==> src/sv/smvp_pkg.sv <==
// smvp_pkg: shared types, item codes and default sizes for the sharded
// matrix-vector product unit. No dependencies; used by every module in sv/.
package smvp_pkg;

    localparam int ROWS_DEF       = 64;
    localparam int COLS_DEF       = 64;
    localparam int SHARDS_DEF     = 4;
    localparam int PLAIN_BITS_DEF = 8;

    localparam logic [1:0] KIND_WRITE = 2'd0;
    localparam logic [1:0] KIND_QUERY = 2'd1;
    localparam logic [1:0] KIND_READ  = 2'd2;

    typedef enum logic [2:0] {
        ST_CLEAR,
        ST_IDLE,
        ST_SWEEP,
        ST_DRAIN,
        ST_READ
    } t_state;

    // controller to datapath
    typedef struct packed {
        logic clr_we;
        logic mat_we;
        logic q_start;
        logic sw_issue;
        logic rd_issue;
        logic rd_load;
    } t_cmd;

    // datapath to controller
    typedef struct packed {
        logic idx_last;
        logic pipe_busy;
        logic out_full;
    } t_stat;

    function automatic int addr_width(input int n);
        addr_width = (n > 1) ? $clog2(n) : 1;
    endfunction

endpackage

==> src/sv/smvp_ctrl.sv <==
// smvp_ctrl: state machine sequencing the clear pass, query sweeps and reads.
// Depends on smvp_pkg (t_state, t_cmd, t_stat, item codes).
module smvp_ctrl (
    input  logic             i_clk,
    input  logic             i_rst_n,
    input  logic             i_valid,
    input  logic [1:0]       i_kind,
    input  smvp_pkg::t_stat  i_stat,
    output logic             o_stall,
    output smvp_pkg::t_cmd   o_cmd
);

    smvp_pkg::t_state r_state;
    smvp_pkg::t_state n_state;
    logic             w_accept;

    always_ff @(posedge i_clk) begin
        if (!i_rst_n) begin
            r_state <= smvp_pkg::ST_CLEAR;
        end else begin
            r_state <= n_state;
        end
    end

    always_comb begin
        n_state  = r_state;
        o_cmd    = '0;
        o_stall  = 1'b1;
        w_accept = 1'b0;
        unique case (r_state)
            smvp_pkg::ST_CLEAR: begin
                o_cmd.clr_we = 1'b1;
                if (i_stat.idx_last) begin
                    n_state = smvp_pkg::ST_IDLE;
                end
            end
            smvp_pkg::ST_IDLE: begin
                // a read needs the output register free
                o_stall  = (i_kind == smvp_pkg::KIND_READ) && i_stat.out_full;
                w_accept = i_valid && !o_stall;
                if (w_accept) begin
                    priority if (i_kind == smvp_pkg::KIND_WRITE) begin
                        o_cmd.mat_we = 1'b1;
                    end else if (i_kind == smvp_pkg::KIND_QUERY) begin
                        o_cmd.q_start = 1'b1;
                        n_state       = smvp_pkg::ST_SWEEP;
                    end else if (i_kind == smvp_pkg::KIND_READ) begin
                        o_cmd.rd_issue = 1'b1;
                        n_state        = smvp_pkg::ST_READ;
                    end else begin
                        n_state = smvp_pkg::ST_IDLE;
                    end
                end
            end
            smvp_pkg::ST_SWEEP: begin
                o_cmd.sw_issue = 1'b1;
                if (i_stat.idx_last) begin
                    n_state = smvp_pkg::ST_DRAIN;
                end
            end
            smvp_pkg::ST_DRAIN: begin
                if (!i_stat.pipe_busy) begin
                    n_state = smvp_pkg::ST_IDLE;
                end
            end
            smvp_pkg::ST_READ: begin
                o_cmd.rd_load = 1'b1;
                n_state       = smvp_pkg::ST_IDLE;
            end
            default: begin
                n_state = smvp_pkg::ST_IDLE;
            end
        endcase
    end

endmodule

==> config.mk <==
export PLATFORM = sky130hd
export DESIGN_NAME = smvp_ctrl
export DESIGN_NICKNAME = d
export VERILOG_FILES = /design/src/sv/smvp_pkg.sv /design/src/sv/smvp_ctrl.sv
export SDC_FILE = /design/constraint.sdc
export NUM_CORES = 1
export LEC_CHECK = 0
export BUFFER_PORTS_ARGS = -buffer_cell sky130_fd_sc_hd__buf_2
export CAP_MARGIN = 25
export CORE_AREA = 2 2 39 41
export CTS_CLUSTER_DIAMETER = 200
export CTS_CLUSTER_SIZE = 25
export DETAILED_ROUTE_END_ITERATION = 10
export DIE_AREA = 0 0 41 43
export PLACE_DENSITY = 0.47
export SLEW_MARGIN = 15
export SYNTH_ARGS = -nofsm -noshare
export SYNTH_HDL_FRONTEND = slang
export SYNTH_SLANG_ARGS = --single-unit
==> constraint.sdc <==
create_clock -name i_clk -period 1.4 [get_ports i_clk]
set_clock_uncertainty 0.05 [all_clocks]
set_input_delay 0.28 -clock i_clk [delete_from_list [all_inputs] [get_ports i_clk]]
set_output_delay 0.28 -clock i_clk [all_outputs]
set_load 0.01 [all_outputs]
==> metrics.md, run 1 <==
| Metric | Value |
|---|---|
| Critical Path AT | around 1.3 ns |
| Initial antenna violation count | 0 |
| # DRC | 0 |
| Syn_area_per_cell | 8.456 µm² |
| Detail Route Antenna Nets | 0 |
| MaxCap Viol Count | 0 |
| Wire per inst | 9.767 µm |
| Std-Cell Rows | 14 |
| Fin util | a little under two fifths |
| Final setup vio count | 5 |
| WL final | between 700 and 800 µm |
| Hold Buf Count CTS | 0 |
| Share of cells above drive strength 1 | 70.18% |
| Fin crit share | 119.0% |
| Worst min-delay path category | in2reg |
| CTS buffer count | 3 |
| Dpl cells | around 70 |
| Yosys warnings | 0 |
| Fmax | about 0.6 GHz |
| # IOs | 15 |
| CP Max Fanout | 5 |
| Initial DRC Count | 2 |
| GR Layer Usage met2 | ~15% |
| Most flop-heavy register | r_state |
| Final worst setup slack | -0.2659 ns |
| Max FFs per register | 3 |
| Met3 usage | 0% |
| Area Growth Syn to Fin | 112.2% |
| RSZ-0062 raised after global routing | true |
| VDD IR max | slightly above 0.0002 V |
| Via density | ~4 |
| Reg2reg path depth | 3 |
| Slew HR | about 75% |
| Initial Util | between 10% and 20% |
| Largest net degree at the start of global routing | 6 |
| Post-DP Area | about 440 µm² |
| GR Layer Usage met1 | approximately 10% |
| Max-slew violation count | 0 |
| Worst-margin pin slew | 0.3759 ns |
| R2R Path Start | r_state[2] |
| Endpoint type of the worst setup path | primary output |
| Worst hold start | i_rst_n |
| Synth area leader | dfxtp_1 |
| PnR Total Power | approximately 340 µW |
| Post-Syn Area | about 250 µm² |
| Failing checks | setup timing |
| FF-to-FF End | r_state[2] |
| Final non-filler cell total | between 70 and 80 |
| Final Cell Area | about 520 µm² |
| Yosys top cell area share | ~24% |
| ANT cells | 0 |
| Leakage | between 0.2 and 0.3 nW |
| Syn nets | 40 |
| # port buffers | 14 |
| Synth area leaders | dfxtp_1 (24%), ha_1 (15%), a2111oi_4 (11%), and3_1 (10%), nor3b_1 (6.1%) |
| Root Driver | clkbuf_4 |
| Sequential element share of the synthesized area | around a quarter |
| Hold worst-path end | r_state[1] |
| Top flop regs | r_state (3) |
| Crit start category | input port |
| First-pass GRT wire length | around 1100 µm |
| Number of global-route vias before repair | ~300 |
| TritonCTS clock tree | yes |
| Die area | between 1500 and 2000 µm² |
| Clock Pin Slew Worst Setup and Hold Paths | 0.04 ns |
| Run status | finished, violations left |
| CTS H-tree depth | 1 |
| Power Dens Cells | roughly 660 nW/µm² |
| Gr busiest metal | met2 |
| Clock latency on the worst-skew pair | between 0.2 and 0.25 ns |
| Hold Crit Depth | 3 |
| Crit path kind | in2out |
| Core Area | approximately 1400 µm² |
| Final min period | approximately 1.7 ns |
| Reg2Reg Setup Slack | 0.21 ns |
| CTS Sinks | 3 |
| Yosys reg bits | 3 |
| Final HPWL DP | between 500 and 600 µm |
| GPL Wtd Cong | between 0.6 and 0.7 |
| Setup TNS | -0.9069 ns |
| Fin nets | a little under 70 |
| DR pass1 iterations | 2 |
| CP required | around 1.1 ns |
| Total gr overflow | 0 |
| Gr usage total | 9.091% |
| Max Buffers Root-to-Sink | 2 |
| Die height | ~43 µm |
| Die X | around 41 µm |
| Mapped Cells | 29 |
| Yosys cell types | 17 |
| Vias | about 290 |
| Fin. Hold Viols | 0 |
-- synth_stat cells --
cell       count
ha_1           3
inv_2          1
o31ai_1        1
inv_1          3
nor2b_1        2
nand2_1        2
a31oi_1        1
and3_1         4
nand2b_1       1
a2111oi_4      1
nor2_1         1
dfxtp_1        3
o21ai_0        1
nand4_1        1
nor3_1         1
nor3b_1        2
a21oi_1        1
-- report_power, final --
| part | total [mW] | leakage [nW] | internal, mW | switching (mW) |
|---|---|---|---|---|
| logic | 0.101 | 0.212 | 0.0553 | 0.0455 |
| registers | 0.0930 | 0.0257 | 0.0900 | 0.00304 |
| clock network | 0.150 | 0.0150 | 0.107 | 0.0437 |
-- area by class of cell --
| type | instances | area (µm²) |
|---|---|---|
| fill | 150 | 863.3 |
| multi-input combinational | 22 | 212.7 |
| timing repair buffer | 24 | 170.2 |
| sequential | 3 | 63.81 |
| inverter | 4 | 27.53 |
| clock buffer | 4 | 26.28 |
| tap | 16 | 20.02 |
-- through the flow --
step / setup WS (ns) / hold slack [ns]
floorplan: -0.06742 / 0.3590
global placement: -0.3650 / 0.5083
detailed placement: -0.4003 / 0.5085
CTS: -0.3010 / 0.2523
global route: -0.3165 / 0.2626
finish: -0.2659 / 0.2607
-- cell usage in the layout (no fill, tap or decap), types with 2 or more instances in the layout --
cell,n
buf_6,4
inv_1,2
buf_2,10
nor2b_1,2
and3_4,3
nand2_1,2
clkbuf_4,3
nor3b_2,2
buf_4,10
dfxtp_2,3
ha_1,2
-- layer usage --
metal	up-vias	share of wire (%)
met5	-	0
met4	0	0
met3	0	3.8
met2	5	55
met1	127	41
li1	160	-
-- kinds of logic (layout without fill, tap and decap cells) --
group	after synthesis	after routing	share of synthesized area (%)
AOI/OAI and AO/OA	5	5	20.92
adders and majority gates	3	3	15.31
buffers and inverters	4	32	6.121
DFF	3	3	24.49
and+or+nand+nor	14	14	33.16
-- worst max-delay path by stage --
stage,from,end,cells after the start
3_3_place_gp,i_kind[0],o_cmd[1],6
2_1_floorplan,i_kind[0],o_cmd[1],4
4_1_cts,r_state[0],o_cmd[3],4
3_5_place_dp,i_kind[0],o_cmd[4],6
5_1_grt,r_state[2],o_cmd[1],3
6_report,i_kind[0],o_cmd[1],6
-- worst max-delay path: stages --
cell and delay (ns):
buf_4 0.13, inv_12 0.03, ha_4 0.15, a2111oi_4 0.39, and3_4 0.25, buf_6 0.09
-- repair_timing --
action / CTS / global route
endpoints found under the hold margin: 0 / 0
pin swaps: 4 / 4
endpoints found under the setup margin: 6 / 7
buffers inserted: 1 / 0
gates resized for setup: 8 / 3
(Power assumes the default switching activity.)
==> inputs of run 2 (changes only) <==
--- a/config.mk
+++ b/config.mk
@@ -7,12 +7,13 @@
 export LEC_CHECK = 0
 export BUFFER_PORTS_ARGS = -buffer_cell sky130_fd_sc_hd__buf_2
 export CAP_MARGIN = 25
-export CORE_AREA = 2 2 39 41
+export CELL_PAD_IN_SITES_DETAIL_PLACEMENT = 1
+export CELL_PAD_IN_SITES_GLOBAL_PLACEMENT = 2
+export CORE_UTILIZATION = 17
 export CTS_CLUSTER_DIAMETER = 200
 export CTS_CLUSTER_SIZE = 25
 export DETAILED_ROUTE_END_ITERATION = 10
-export DIE_AREA = 0 0 41 43
-export PLACE_DENSITY = 0.47
+export PLACE_DENSITY = 0.7
 export SLEW_MARGIN = 15
 export SYNTH_ARGS = -nofsm -noshare
 export SYNTH_HDL_FRONTEND = slang
==> run 2 against run 1 <==
  * The flow still finishes with violations (setup timing)
  * Worst hold slack got worse by 0.018 ns
  * Sequential power decreased by 0.9%
  * Count of clock-buffer cells in the layout unchanged
  * Via count up 1.4%
  * First-iteration DRC count rose by 50%
  * Wire length up 0.14%
  * Largest power group unchanged
  * Highest routed layer is now met4
==> metrics.md, run 2 (synthesized netlist as in run 1, its figures left out) <==
| Metric | Value |
|---|---|
| Final HPWL DP | 588.6 µm |
| Reg2Reg Setup Slack | 0.23 ns |
| Max FFs per register | 3 |
| Fin crit share | 117.4% |
| VDD IR max | approximately 0.00036 V |
| MaxCap Viol Count | 0 |
| Leakage | 0.2411 nW |
| Multi-input gate area | ~210 µm² |
| Power Dens Cells | between 600 and 700 nW/µm² |
| FF-to-FF End | r_state[2] |
| Worst min-delay path category | in2reg |
| Final setup vio count | 4 |
| Setup crit end | o_cmd[4] |
| Initial Util | around a fifth |
| Reg2reg path depth | 3 |
| Share of cells above drive strength 1 | 67.27% |
| Fmax | between 0.6 and 0.7 GHz |
| Detail Route Antenna Nets | 0 |
| Fin. Hold Viols | 0 |
| Die area | 1598 µm² |
| Final worst setup slack | -0.2437 ns |
| Crit start category | register |
| R2R Path Start | r_state[2] |
| # port buffers | 14 |
| Number of global-route vias before repair | about 290 |
| Die X | about 40 µm |
| ANT cells | 0 |
| Clock Pin Slew Worst Setup and Hold Paths | roughly 0.040 ns |
| Top flop regs | r_state (3) |
| Fin nets | 67 |
| Most frequent cells in the layout | buf_2 (9), buf_4 (8), buf_6 (5) |
| # IOs | 15 |
| Initial antenna violation count | 0 |
| CP Cell Sequence | a2111oi_4 > and3_4 > buf_6 |
| Via density | roughly 4.2 |
| Wire per inst | 10.20 µm |
| Largest stage delay, worst path | 0.41 ns |
| Die height | 39.98 µm |
| GPL Wtd Cong | around 0.66 |
| Most flop-heavy register | r_state |
| Max Buffers Root-to-Sink | 2 |
| CP Max Fanout | 4 |
| Gr usage total | 11.76% |
| Core Area | around 1300 µm² |
| # DRC | 0 |
| Clock latency on the worst-skew pair | between 0.2 and 0.25 ns |
| Critical-path top delay cell | a2111oi_4 |
| Most common cell after layout, fill and taps aside | buf_2 |
| Critical Path AT | around 1.3 ns |
| Hold Buf Count CTS | 0 |
| Run status | finished, violations left |
| Max-slew violation count | 0 |
| Final hold slack | 0.2423 ns |
| Failing checks | setup timing |
| CP required | around 1.1 ns |
| Std-Cell Rows | 13 |
| Total gr overflow | 0 |
| Crit path kind | reg2out |
| Setup TNS | -0.9614 ns |
| Final min period | 1.644 ns |
| CTS buffer count | 3 |
| Worst path depth | 3 |
| CP top delay family | compound AO/OA/AOI/OAI gates |
| WP buf/inv | 1 |
| Worst-margin pin slew | about 0.36 ns |
| First-pass GRT wire length | 1221 µm |
| CTS Sinks | 3 |
| Slew HR | 75.86% |
| Initial DRC Count | 3 |
| WL final | between 700 and 800 µm |
| TritonCTS clock tree | yes |
| Area Growth Syn to Fin | 106.6% |
| CTS H-tree depth | 1 |
| Reg area | 63.81 µm² |
| Largest net degree at the start of global routing | 6 |
| Endpoint type of the worst setup path | primary output |
| Root Driver | clkbuf_4 |
| Fill count | 154 |
| CP Launch Point | r_state[2] |
| RSZ-0062 raised after global routing | true |
| DR pass1 iterations | 2 |
| Vias | between 200 and 300 |
-- run 2: cell type report --
type | instances | area share, %
multi-input combinational | 22 | 41.23
sequential | 3 | 12.59
timing repair buffer | 22 | 31.85
inverter | 4 | 5.432
clock buffer | 4 | 5.185
tap | 15 | 3.704
-- run 2: repair_timing --
item | CTS | global route
pin swaps | 4 | 4
setup endpoints to repair | 6 | 5
setup buffers | 0 | 0
gates resized for setup | 10 | 2
-- run 2: report_power, final --
part           leakage [nW]  internal, mW  switching [mW]
Clock                0.0150         0.107          0.0513
Combinational         0.200        0.0536          0.0471
Sequential           0.0257        0.0899         0.00226
Total                 0.241         0.251           0.101
-- run 2: worst min path at each step --
stage | startpoint | end | cells after the start | slack (ns)
floorplan | i_rst_n | r_state[0] | 2 | 0.36
global placement | i_rst_n | r_state[1] | 3 | 0.51
detailed placement | i_rst_n | r_state[0] | 3 | 0.50
CTS | i_rst_n | r_state[0] | 3 | 0.24
global route | i_rst_n | r_state[1] | 3 | 0.25
finish | i_rst_n | r_state[0] | 3 | 0.24
-- run 2: through the flow --
stage / std cells / area (µm²) / setup slack, ns / utilization (%) / power (mW)
2_1_floorplan: 29 / 285.3 / -0.06742 / - / 0.1358
3_3_place_gp: 66 / 434.2 / -0.3630 / 32.95 / 0.1840
6_report: 70 / 506.7 / -0.2437 / 38.46 / 0.3513
5_1_grt: 70 / 506.7 / -0.3152 / 38.46 / 0.3749
3_5_place_dp: 66 / 434.2 / -0.3712 / 32.95 / 0.1846
4_1_cts: 70 / 495.5 / -0.2550 / 37.61 / 0.3568
-- run 2: per-layer routing --
layer	track usage [%]	share of wire (%)	vias up
li1	-	-	155
met1	14.72	43	130
met2	18.55	48	9
met3	0	5.5	2
met4	10.34	3.4	0
met5	0	0	-
-- run 2: worst register-to-register path, stage by stage, from the launching register on --
cell and delay (ns):
dfxtp_2 0.32, a2111oi_4 0.41, buf_4 0.20, and3_1 0.14
==> inputs of run 3 (changes only) <==
--- a/config.mk
+++ b/config.mk
@@ -9,11 +9,12 @@
 export CAP_MARGIN = 25
 export CELL_PAD_IN_SITES_DETAIL_PLACEMENT = 1
 export CELL_PAD_IN_SITES_GLOBAL_PLACEMENT = 2
-export CORE_UTILIZATION = 17
+export CORE_AREA = 2 2 39 41
 export CTS_CLUSTER_DIAMETER = 200
 export CTS_CLUSTER_SIZE = 25
 export DETAILED_ROUTE_END_ITERATION = 10
-export PLACE_DENSITY = 0.7
+export DIE_AREA = 0 0 41 43
+export PLACE_DENSITY = 0.72
 export SLEW_MARGIN = 15
 export SYNTH_ARGS = -nofsm -noshare
 export SYNTH_HDL_FRONTEND = slang
==> constraint.sdc (replaced) <==
create_clock -name i_clk -period 1.7 [get_ports i_clk]
set_clock_uncertainty 0.05 [all_clocks]
set_input_delay 0.34 -clock i_clk [delete_from_list [all_inputs] [get_ports i_clk]]
set_output_delay 0.34 -clock i_clk [all_outputs]
set_load 0.01 [all_outputs]
==> run 3 against run 2 <==
  * Non-clock buffer count is 1 higher
  * Global-route usage is 1.5 points lower
  * Utilization is 4.4 points lower
  * Largest power group unchanged
  * Die area is 10% higher
  * Combinational power is 20% lower
  * Critical path type unchanged
  * The flow still finishes with violations (setup timing)
==> metrics.md, run 3 (synthesized netlist as in run 1, its figures left out) <==
| Metric | Value |
|---|---|
| Run status | finished, violations left |
| Failing checks | setup timing |
| Final worst setup slack | -0.03031 ns |
| Worst min-delay path category | in2reg |
| Top flop regs | r_state (3) |
| Total gr overflow | 0 |
| Root Driver | clkbuf_4 |
| CP Cell Sequence | a2111oi_4 > and3_1 > buf_2 |
| Leakage | roughly 0.25 nW |
| Share of cells above drive strength 1 | about three fifths |
| Std-Cell Rows | 14 |
| First-pass GRT wire length | around 1200 µm |
| Hold Buf Count CTS | 0 |
| Worst-margin pin slew | ~0.39 ns |
| Top layer in use | met3 |
| Initial antenna violation count | 0 |
| Wire per inst | 10.88 µm |
| CP required | 1.31 ns |
| Crit start category | register |
| GPL Wtd Cong | 0.6902 |
| Clock latency on the worst-skew pair | 0.23 ns |
| CP Max Fanout | 5 |
| TritonCTS clock tree | yes |
| Die X | between 40 and 50 µm |
| Final min period | about 1.7 ns |
| Power Dens Cells | just under 600 nW/µm² |
| Clock Pin Slew Worst Setup and Hold Paths | around 0.04 ns |
| Max FFs per register | 3 |
| Final HPWL DP | approximately 550 µm |
| Most flop-heavy register | r_state |
| Initial DRC Count | 0 |
| Reg2reg path depth | 3 |
| Fin. Hold Viols | 0 |
| RSZ-0062 raised after global routing | true |
| Endpoint type of the worst setup path | primary output |
| Fin crit share | 101.8% |
| ANT cells | 0 |
| # IOs | 15 |
| CTS H-tree depth | 1 |
| Max Buffers Root-to-Sink | 2 |
| Most common cell after layout, fill and taps aside | buf_2 |
| Most frequent cells in the layout | buf_2 (11), buf_4 (9), and3_1 (4), clkbuf_4 (3) |
| Critical Path AT | about 1.3 ns |
| CTS Sinks | 3 |
| WL final | a little under 800 µm |
| Fmax | ~0.58 GHz |
| CTS buffer count | 3 |
| Metal1 wirelength | 306 µm |
| # port buffers | 14 |
| PnR Total Power | 279.2 µW |
| Slew HR | 74.31% |
| Final setup vio count | 4 |
| DR pass1 iterations | 1 |
| Die area | approximately 1800 µm² |
| Largest stage delay, worst path | between 0.4 and 0.5 ns |
| Core Area | ~1400 µm² |
| Initial Util | between 10% and 20% |
| Vias | 315 |
| Fin nets | about 70 |
| Metal3 WL | between 10 and 15 µm |
| # DRC | 0 |
| Detail Route Antenna Nets | 0 |
| Final hold slack | between 0.3 and 0.4 ns |
| Area Growth Syn to Fin | 92.35% |
| Max-slew violation count | 0 |
| Critical-path top delay cell | a2111oi_4 |
| Metal2 WL | around 460 µm |
| VDD IR max | roughly 0.00026 V |
| Gr usage total | around a tenth |
| Largest net degree at the start of global routing | 7 |
| Hold Crit Depth | 3 |
| Die height | between 40 and 50 µm |
| Via density | about 4.4 |
| MaxCap Viol Count | 0 |
| Number of global-route vias before repair | 330 |
| Crit path kind | reg2out |
[run 3: layout make-up]
cell class              instances  area [µm²]
fillers                       179       912.1
multi-input cells              22       182.7
repair buffers                 23       160.2
flip-flops and latches          3       65.06
clock buffers                   4       26.28
well taps                      16       20.02
inverters                       4       17.52
[run 3: stage by stage]
| step | setup TNS (ns) | cell area, µm² | instances | util [%] | worst slack [ns] |
|---|---|---|---|---|---|
| floorplan | 0 | 245.2 | 29 | - | 0.07951 |
| global placement | -0.5434 | 365.4 | 63 | 26.40 | -0.1715 |
| detailed placement | -0.5400 | 365.4 | 63 | 26.40 | -0.1675 |
| CTS | -0.3330 | 452.9 | 70 | 32.73 | -0.09347 |
| global route | -0.3955 | 471.7 | 72 | 34.09 | -0.1126 |
| finish | -0.1041 | 471.7 | 72 | 34.09 | -0.03031 |
[run 3: metal layers]
metal  vias to the layer above  track usage (%)
li1                        156                -
met1                       155            9.904
met2                         4            17.50
met3                         0            1.571
met4                         0            8.000
met5                         -                0
[run 3: power by group]
group	internal, mW	total [mW]	switching, mW
clock network	0.0879	0.124	0.0359
registers	0.0725	0.0751	0.00259
logic	0.0456	0.0803	0.0347
[run 3: path summary, 6_finish.rpt]
| check | from | to | slack, ns |
|---|---|---|---|
| min | i_rst_n | r_state[1] | 0.32 |
| min reg2reg | r_state[2] | r_state[1] | 0.49 |
| max | r_state[2] | o_cmd[3] | -0.03 |
| max reg2reg | r_state[2] | r_state[0] | 0.48 |
[run 3: critical path, delay by kind of cell (launching register included)]
| kind | cells | cell delay, ns |
|---|---|---|
| DFF | 1 | 0.35 |
| and+or+nand+nor | 1 | 0.21 |
| AOI/OAI and AO/OA | 1 | 0.43 |
| buffers and inverters | 1 | 0.12 |
[run 3: timing repair]
item,4_1_cts,5_1_grt
resized for setup,11,2
gates cloned,0,0
pin swaps,5,3
endpoints found under the setup margin,4,4
setup buffers,3,2
hold endpoints to repair,0,0
